## config.mk

```make
export PLATFORM = sky130hd
export DESIGN_NAME = keyed_count_table
export DESIGN_NICKNAME = d
export VERILOG_FILES = /design/src/rtl/kct_pkg.sv /design/src/rtl/kct_ctrl.sv /design/src/rtl/kct_datapath.sv /design/src/rtl/keyed_count_table.sv
export SDC_FILE = /design/constraint.sdc
export NUM_CORES = 1
export LEC_CHECK = 0
export ABC_AREA = 1
export ABC_CLOCK_PERIOD_IN_PS = 5800
export BUFFER_PORTS_ARGS = -buffer_cell sky130_fd_sc_hd__buf_2
export CAP_MARGIN = 20
export CORE_MARGIN = 2
export CORE_UTILIZATION = 45
export CTS_CLUSTER_DIAMETER = 150
export CTS_CLUSTER_SIZE = 8
export DETAILED_ROUTE_END_ITERATION = 10
export GPL_TIMING_DRIVEN = 0
export MAX_ROUTING_LAYER = met4
export PLACE_DENSITY = 0.62
export SLEW_MARGIN = 20
export SYNTH_ARGS = -nofsm -noshare
export SYNTH_HDL_FRONTEND = slang
export SYNTH_SLANG_ARGS = --single-unit
```

## constraint.sdc

```tcl
create_clock -name aclk -period 5.8 [get_ports aclk]
set_input_delay 0.87 -clock aclk [delete_from_list [all_inputs] [get_ports aclk]]
set_output_delay 0.87 -clock aclk [all_outputs]
set_load 0.005 [all_outputs]
```

## src/rtl/kct_pkg.sv

```systemverilog
// Shared types and constants for the keyed count table.
`default_nettype none
package kct_pkg;

    localparam int REQ_W   = 3;
    localparam int KEY_W   = 16;
    localparam int COUNT_W = 16;

    localparam logic [COUNT_W-1:0] COUNT_MAX = {COUNT_W{1'b1}};

    typedef enum logic [REQ_W-1:0] {
        REQ_ADD      = 3'd0,
        REQ_REMOVE   = 3'd1,
        REQ_CONTAINS = 3'd2,
        REQ_GET      = 3'd3,
        REQ_CLEAR    = 3'd4
    } req_t;

    typedef enum logic {
        ST_IDLE = 1'b0,
        ST_EXEC = 1'b1
    } state_t;

    // Controller to datapath commands.
    typedef struct packed {
        logic capture;  // latch request, match keys, read count memory
        logic commit;   // update table, load result register
    } cmd_t;

endpackage
`default_nettype wire

```

## src/rtl/kct_ctrl.sv

```systemverilog
// Sequencing state machine and result valid flag for the keyed count table.
`default_nettype none
module kct_ctrl (
    input  wire logic         aclk,
    input  wire logic         aresetn,
    input  wire logic         s_valid,
    output logic              s_ready,
    output logic              m_valid,
    input  wire logic         m_ready,
    output kct_pkg::cmd_t     cmd
);

    kct_pkg::state_t state_reg, state_next;
    logic            m_valid_reg, m_valid_next;

    always_ff @(posedge aclk) begin
        if (!aresetn) begin
            state_reg   <= kct_pkg::ST_IDLE;
            m_valid_reg <= 1'b0;
        end else begin
            state_reg   <= state_next;
            m_valid_reg <= m_valid_next;
        end
    end

    always_comb begin
        state_next   = state_reg;
        m_valid_next = m_valid_reg && !m_ready;
        s_ready      = 1'b0;
        cmd          = '0;
        unique case (state_reg)
            kct_pkg::ST_IDLE: begin
                // no transaction is taken while reset is held
                s_ready = aresetn;
                if (s_valid && aresetn) begin
                    cmd.capture = 1'b1;
                    state_next  = kct_pkg::ST_EXEC;
                end
            end
            kct_pkg::ST_EXEC: begin
                // result slot must be free (or draining this cycle)
                if (!m_valid_reg || m_ready) begin
                    cmd.commit   = 1'b1;
                    m_valid_next = 1'b1;
                    state_next   = kct_pkg::ST_IDLE;
                end
            end
            default: begin
                state_next = kct_pkg::ST_IDLE;
            end
        endcase
    end

    assign m_valid = m_valid_reg;

`ifndef SYNTHESIS
    a_capture_to_exec: assert property (@(posedge aclk) disable iff (!aresetn)
        cmd.capture |=> (state_reg == kct_pkg::ST_EXEC))
        else $error("capture did not move to execute");
    a_no_overwrite: assert property (@(posedge aclk) disable iff (!aresetn)
        cmd.commit |-> (!m_valid_reg || m_ready))
        else $error("commit overwrote an untaken result");
    a_valid_from_commit: assert property (@(posedge aclk) disable iff (!aresetn)
        $rose(m_valid_reg) |-> $past(cmd.commit))
        else $error("result valid raised without commit");
`endif

endmodule
`default_nettype wire

```

## src/rtl/kct_datapath.sv

```systemverilog
// Slot storage, key match, count memory and result register of the keyed count table.
`default_nettype none
module kct_datapath #(
    parameter int ENTRIES = 16
) (
    input  wire logic                        aclk,
    input  wire logic                        aresetn,
    input  wire kct_pkg::cmd_t               cmd,
    input  wire logic [kct_pkg::REQ_W-1:0]   s_req_type,
    input  wire logic [kct_pkg::KEY_W-1:0]   s_item_key,
    input  wire logic [kct_pkg::COUNT_W-1:0] s_amount,
    output logic                             m_found,
    output logic [kct_pkg::COUNT_W-1:0]      m_count_now,
    output logic                             m_enough,
    output logic                             m_table_full
);

    localparam int IDX_W = (ENTRIES > 1) ? $clog2(ENTRIES) : 1;
    localparam int CW    = kct_pkg::COUNT_W;

    // slot state
    logic [ENTRIES-1:0]          slot_valid_reg, slot_valid_next;
    logic [kct_pkg::KEY_W-1:0]   slot_key_reg [ENTRIES];
    logic [CW-1:0]               count_mem [ENTRIES];

    // captured request
    kct_pkg::req_t               req_reg;
    logic [kct_pkg::KEY_W-1:0]   key_reg;
    logic [CW-1:0]               amt_reg;
    logic                        hit_reg, free_reg;
    logic [IDX_W-1:0]            hit_idx_reg, free_idx_reg;
    logic [CW-1:0]               cnt_rd_reg;

    // result register
    logic                        out_found_reg, out_enough_reg, out_full_reg;
    logic [CW-1:0]               out_count_reg;

    // lookup
    logic                        hit_c, free_c;
    logic [IDX_W-1:0]            hit_idx_c, free_idx_c;

    // commit
    logic                        mem_we, key_we;
    logic [IDX_W-1:0]            mem_waddr;
    logic [CW-1:0]               mem_wdata;
    logic                        found_c, enough_c, full_c;
    logic [CW-1:0]               count_c;
    logic [CW:0]                 sum_c;

    // lowest matching and lowest free slot
    always_comb begin
        hit_c      = 1'b0;
        hit_idx_c  = '0;
        free_c     = 1'b0;
        free_idx_c = '0;
        for (int i = ENTRIES - 1; i >= 0; i--) begin
            if (slot_valid_reg[i] && (slot_key_reg[i] == s_item_key)) begin
                hit_c     = 1'b1;
                hit_idx_c = IDX_W'(i);
            end
            if (!slot_valid_reg[i]) begin
                free_c     = 1'b1;
                free_idx_c = IDX_W'(i);
            end
        end
    end

    always_ff @(posedge aclk) begin
        if (cmd.capture) begin
            req_reg      <= kct_pkg::req_t'(s_req_type);
            key_reg      <= s_item_key;
            amt_reg      <= s_amount;
            hit_reg      <= hit_c;
            hit_idx_reg  <= hit_idx_c;
            free_reg     <= free_c;
            free_idx_reg <= free_idx_c;
            cnt_rd_reg   <= count_mem[hit_idx_c];
        end
        if (mem_we) begin
            count_mem[mem_waddr] <= mem_wdata;
        end
        if (key_we) begin
            slot_key_reg[free_idx_reg] <= key_reg;
        end
    end

    always_comb begin
        sum_c           = {1'b0, cnt_rd_reg} + {1'b0, amt_reg};
        slot_valid_next = slot_valid_reg;
        mem_we          = 1'b0;
        key_we          = 1'b0;
        mem_waddr       = hit_idx_reg;
        mem_wdata       = '0;
        found_c         = 1'b0;
        enough_c        = 1'b0;
        full_c          = 1'b0;
        count_c         = '0;
        unique case (req_reg)
            kct_pkg::REQ_ADD: begin
                found_c = hit_reg;
                if (hit_reg) begin
                    count_c   = sum_c[CW] ? kct_pkg::COUNT_MAX : sum_c[CW-1:0];
                    mem_we    = 1'b1;
                    mem_wdata = count_c;
                end else if (free_reg) begin
                    count_c                       = amt_reg;
                    mem_we                        = 1'b1;
                    key_we                        = 1'b1;
                    mem_waddr                     = free_idx_reg;
                    mem_wdata                     = amt_reg;
                    slot_valid_next[free_idx_reg] = 1'b1;
                end else begin
                    full_c = 1'b1;
                end
            end
            kct_pkg::REQ_REMOVE: begin
                found_c = hit_reg;
                if (hit_reg) begin
                    if (amt_reg >= cnt_rd_reg) begin
                        slot_valid_next[hit_idx_reg] = 1'b0;
                    end else begin
                        count_c   = cnt_rd_reg - amt_reg;
                        mem_we    = 1'b1;
                        mem_wdata = count_c;
                    end
                end
            end
            kct_pkg::REQ_CONTAINS: begin
                found_c  = hit_reg;
                count_c  = hit_reg ? cnt_rd_reg : '0;
                enough_c = hit_reg && (cnt_rd_reg >= amt_reg);
            end
            kct_pkg::REQ_GET: begin
                found_c = hit_reg;
                count_c = hit_reg ? cnt_rd_reg : '0;
            end
            kct_pkg::REQ_CLEAR: begin
                slot_valid_next = '0;
            end
            default: begin
            end
        endcase
        if (!cmd.commit) begin
            slot_valid_next = slot_valid_reg;
            mem_we          = 1'b0;
            key_we          = 1'b0;
        end
    end

    always_ff @(posedge aclk) begin
        if (!aresetn) begin
            slot_valid_reg <= '0;
        end else begin
            slot_valid_reg <= slot_valid_next;
        end
    end

    always_ff @(posedge aclk) begin
        if (cmd.commit) begin
            out_found_reg  <= found_c;
            out_count_reg  <= count_c;
            out_enough_reg <= enough_c;
            out_full_reg   <= full_c;
        end
    end

    assign m_found      = out_found_reg;
    assign m_count_now  = out_count_reg;
    assign m_enough     = out_enough_reg;
    assign m_table_full = out_full_reg;

`ifndef SYNTHESIS
    a_clear_empties: assert property (@(posedge aclk) disable iff (!aresetn)
        cmd.commit && (req_reg == kct_pkg::REQ_CLEAR) |=> (slot_valid_reg == '0))
        else $error("clear left a slot valid");
    a_full_flag: assert property (@(posedge aclk) disable iff (!aresetn)
        cmd.commit && (req_reg == kct_pkg::REQ_ADD) && !hit_reg && !free_reg
        |=> out_full_reg && $stable(slot_valid_reg))
        else $error("dropped add not flagged or changed table");
    a_full_only_add: assert property (@(posedge aclk) disable iff (!aresetn)
        cmd.commit && (req_reg != kct_pkg::REQ_ADD) |=> !out_full_reg)
        else $error("table full flagged outside add");
`endif

endmodule
`default_nettype wire

```

## src/rtl/keyed_count_table.sv

```systemverilog
// Top level of the keyed count table: controller plus datapath.
//
// Associative table of ENTRIES slots, each a 16-bit item key with a 16-bit
// count. One request transaction on the s_ channel (s_req_type, s_item_key,
// s_amount) gives exactly one result transaction on the m_ channel
// (m_found, m_count_now, m_enough, m_table_full). Both channels are
// valid/ready; a transaction moves when valid and ready are both high.
// Requests: add (saturating at 65535, takes lowest free slot for a new key,
// flags table_full if none), remove (frees the slot at zero or below),
// contains check, get count, clear all. Other codes give an all-zero result.
// The block takes a new request only in idle, after the previous one has
// committed. The count memory is read into a register in the capture cycle,
// followed by the read-modify-write and result load in the execute cycle.
// Key match over all slots happens combinationally in the capture cycle
// against flip-flop key storage.
// A new request is taken while a previous result still waits; if the
// receiver stalls, the block holds in execute until the result register is
// free, and s_ready stays low meanwhile.
// Reset (aresetn, synchronous, active low) empties the table at once via the
// slot valid bits and holds s_ready low; stored keys and counts are not reset.
`default_nettype none
module keyed_count_table #(
    parameter int ENTRIES = 16
) (
    input  wire logic                        aclk,
    input  wire logic                        aresetn,
    input  wire logic                        s_valid,
    output logic                             s_ready,
    input  wire logic [kct_pkg::REQ_W-1:0]   s_req_type,
    input  wire logic [kct_pkg::KEY_W-1:0]   s_item_key,
    input  wire logic [kct_pkg::COUNT_W-1:0] s_amount,
    output logic                             m_valid,
    input  wire logic                        m_ready,
    output logic                             m_found,
    output logic [kct_pkg::COUNT_W-1:0]      m_count_now,
    output logic                             m_enough,
    output logic                             m_table_full
);

    kct_pkg::cmd_t cmd;

    // sequencing: idle/capture, then execute, which commits once the result slot is free
    kct_ctrl u_ctrl (
        .aclk    (aclk),
        .aresetn (aresetn),
        .s_valid (s_valid),
        .s_ready (s_ready),
        .m_valid (m_valid),
        .m_ready (m_ready),
        .cmd     (cmd)
    );

    // storage, match and arithmetic
    kct_datapath #(
        .ENTRIES (ENTRIES)
    ) u_datapath (
        .aclk         (aclk),
        .aresetn      (aresetn),
        .cmd          (cmd),
        .s_req_type   (s_req_type),
        .s_item_key   (s_item_key),
        .s_amount     (s_amount),
        .m_found      (m_found),
        .m_count_now  (m_count_now),
        .m_enough     (m_enough),
        .m_table_full (m_table_full)
    );

endmodule
`default_nettype wire
```

==> results_dict.tcl <==
set metrics [dict create \
    status "complete, no violations" \
    holdPathStages 1 \
    seqPwrFrac_pct 49.1 \
    grt_max_degree 17 \
    clock-sinks 610 \
    critPathKind "reg2reg" \
    die_area_um2 69600 \
    finalNetCount 3352 \
    synthTopCellsByArea "edfxtp_1 (59%), nand2_1 (8.9%), nand3_1 (5.0%)" \
    ys_types 56 \
    viasPerCell 5.73 \
    ys_seq_area_share_pct 59.7 \
    diodes 0 \
    ant_nets 0 \
    cellLeakagePower_uw 0.0138 \
    io_buffers 58 \
    worst_pin_slew_ns 1.24 \
    async_flop_share_pct 0 \
    ys.flop_type "edfxtp_1" \
    ys_seq_elements 610 \
    syn_nets 3174 \
    critPathLaunchType "flip-flop" \
    hold_buffers 0 \
    num_rows 95 \
    numCtsBuffers 86 \
    finalHoldViolations 0 \
    io_pins 60 \
    fin_ws_ns 0.629 \
    slew-limit-headroom_pct 17.6 \
    fin_util_pct 51.7 \
    fill_cells 5972 \
    powerDensity_nw_per_um2 288 \
    intPower_uw 7730 \
    multi_input_area_um2 10200 \
    drive_above_1_share_pct 11.4 \
    r2r_cells 17 \
    skew_ns 0.0292 \
    pwr-share-comb_pct 5.4 \
    cap_violations 0 \
    cp_max_fo 16 \
    worst_ir_drop_vdd_mv 0.177 \
    die_h_um 264 \
    yosys-top-cells-count "nand2_1 (718), edfxtp_1 (592), inv_1 (352)" \
    finalSetupViolations 0 \
    cts_buffer_depth 3 \
    drv_slew 0 \
    cts_tree "built" \
    clk_pin_slew_ns 0.05 \
    htreeDepth 3 \
    synth_area_leader_cell "edfxtp_1" \
    synth_edf_count 592 \
    place.gp.congestion 0.966 \
    fin_crit_ns 5.17 \
    syn_area_per_cell_um2 9.79 \
    initial_core_util_pct 45.3 \
    wl_um 99000 \
    pwr-share-clk_pct 45.5 \
    grt_pass1_vias 22400 \
    switching_share_pct 22.7 \
    clk_latency_ns 0.63 \
    cts-root-buf "clkbuf_16" \
    p_switching_uw 2270 \
    rsz0062_at_grt "false" \
    worstHoldPathType "in2reg" \
    first_pass_iters 6 \
    grt_usage_pct 28.8 \
    core_um2 67000 \
    route.detailed.drc 0 \
    arrival_ns 5.40 \
    critPathRequiredTime_ns 6.03 \
    dp_hpwl_um 68500 \
    grt_first_pass_wirelength_um 143000 \
    post_cts_buffers 0 \
    preCtsSetupSlack_ns 0.680 \
    synthCells 3101 \
    synth.top_cell.area_share_pct 58.5 \
    synth_most_common_cell "nand2_1" \
    antenna_found_initial 3 \
    syn-cell-area_um2 30400 \
    vias 24000 \
    initialDrtViolationCount 3081 \
    wire_per_inst_um 23.7 \
    synth_warnings 0 \
    ff_latch_area_um2 18100 \
    worstSetupEndpointType "flip-flop" \
    clock.fmax_mhz 193 \
    syn_to_final_growth_pct 14.1 \
    die_w_um 264 \
    cts.repair.resized 0 \
    finalCritPeriodShare_pct 89.2 \
    gr-total-overflow 0 \
]
-- metrics by stage --
stage / cells / power (µW) / cell area, µm² / hold slack, ns / TNS, ns
after global routing: 4182 / 10300 / 34600 / 0.409 / 0
final: 4182 / 9990 / 34600 / 0.424 / 0
after global placement: 4032 / 5490 / 31800 / 0.501 / -12.08
after detailed placement: 4060 / 5510 / 32200 / 0.514 / 0
after CTS: 4178 / 10000 / 34600 / 0.398 / 0
after floorplan: 3101 / 5270 / 30400 / 0.477 / 0
-- cells by family after synthesis --
kind of cell,after synthesis,synth area share [%]
DFF,610,59.7
buffers and inverters,486,7.04
AOI/OAI and AO/OA,278,5.48
xor gates and xnor gates,92,2.65
adders and majority gates,34,1.45
and+or+nand+nor,1601,23.7
-- cell type report --
type                    instances  area share [%]
plain buffers                 120            2.20
clock buffers                 113            6.63
clock inverters                 5           0.148
inverters                     366            3.98
multi-input cells            2005            29.4
flip-flops and latches        610            52.3
well taps                     873            3.15
repair buffers                 90            2.13
-- power by group through the flow --
stage | registers, µW | clock network, µW | logic (µW)
after floorplan | 4970 | 0 | 302
after global placement | 5010 | 0 | 487
after detailed placement | 4990 | 0 | 519
after CTS | 4910 | 4600 | 522
after global routing | 4900 | 4770 | 583
final | 4900 | 4550 | 544
-- critical path: stages (launching register included) --
cell and delay, ns:
edfxtp_1 0.47, ha_1 0.26, inv_1 0.07, fa_1 0.21, nand3_1 0.09, nand2_1 0.17
a21oi_1 0.14, inv_1 0.10, a21oi_1 0.13, inv_1 0.10, nand2_1 0.08, nand2_1 0.08
nand3_1 0.11, nor2_2 0.52, clkinv_1 0.52, a21oi_1 0.59, nand3_1 0.35, nor2_2 0.79
-- cells in the final DEF, fill, tap and decap left out, types with 19 or more instances in the layout --
master     instances
nand3b_1          69
ha_1              32
nand4_1           69
buf_8             19
buf_6             38
or2_2             45
buf_2            104
xor2_1            68
xnor2_1           24
edfxtp_1         592
nor2_2            35
o21ai_0          118
nand3_1          306
clkbuf_1          57
inv_1            352
nor2_1           241
nand2_1          718
clkbuf_16         88
a21oi_1           74
nor4_1            37
nor3_1            60
-- routing by layer --
metal	vias up	global-route usage (%)	part of all wire, %
li1	11000	-	-
met1	11500	40.3	43
met2	1284	42.8	44
met3	211	4.52	9.6
met4	0	9.69	3.1
met5	-	-	0
-- worst paths after layout --
path                                                                  end  slack [ns]                                       from
worst max register to register      u_datapath.count_mem[15][8]$_DFFE_PP_        0.63            u_datapath.amt_reg[0]$_DFFE_PP_
worst min register to register  u_datapath.slot_valid_reg[8]$_SDFFE_PN0P_        0.53  u_datapath.slot_valid_reg[8]$_SDFFE_PN0P_
worst min-delay path                      u_datapath.amt_reg[8]$_DFFE_PP_        0.42                                s_amount[8]
worst max-delay path                u_datapath.count_mem[15][8]$_DFFE_PP_        0.63            u_datapath.amt_reg[0]$_DFFE_PP_
(Power assumes the default switching activity.)
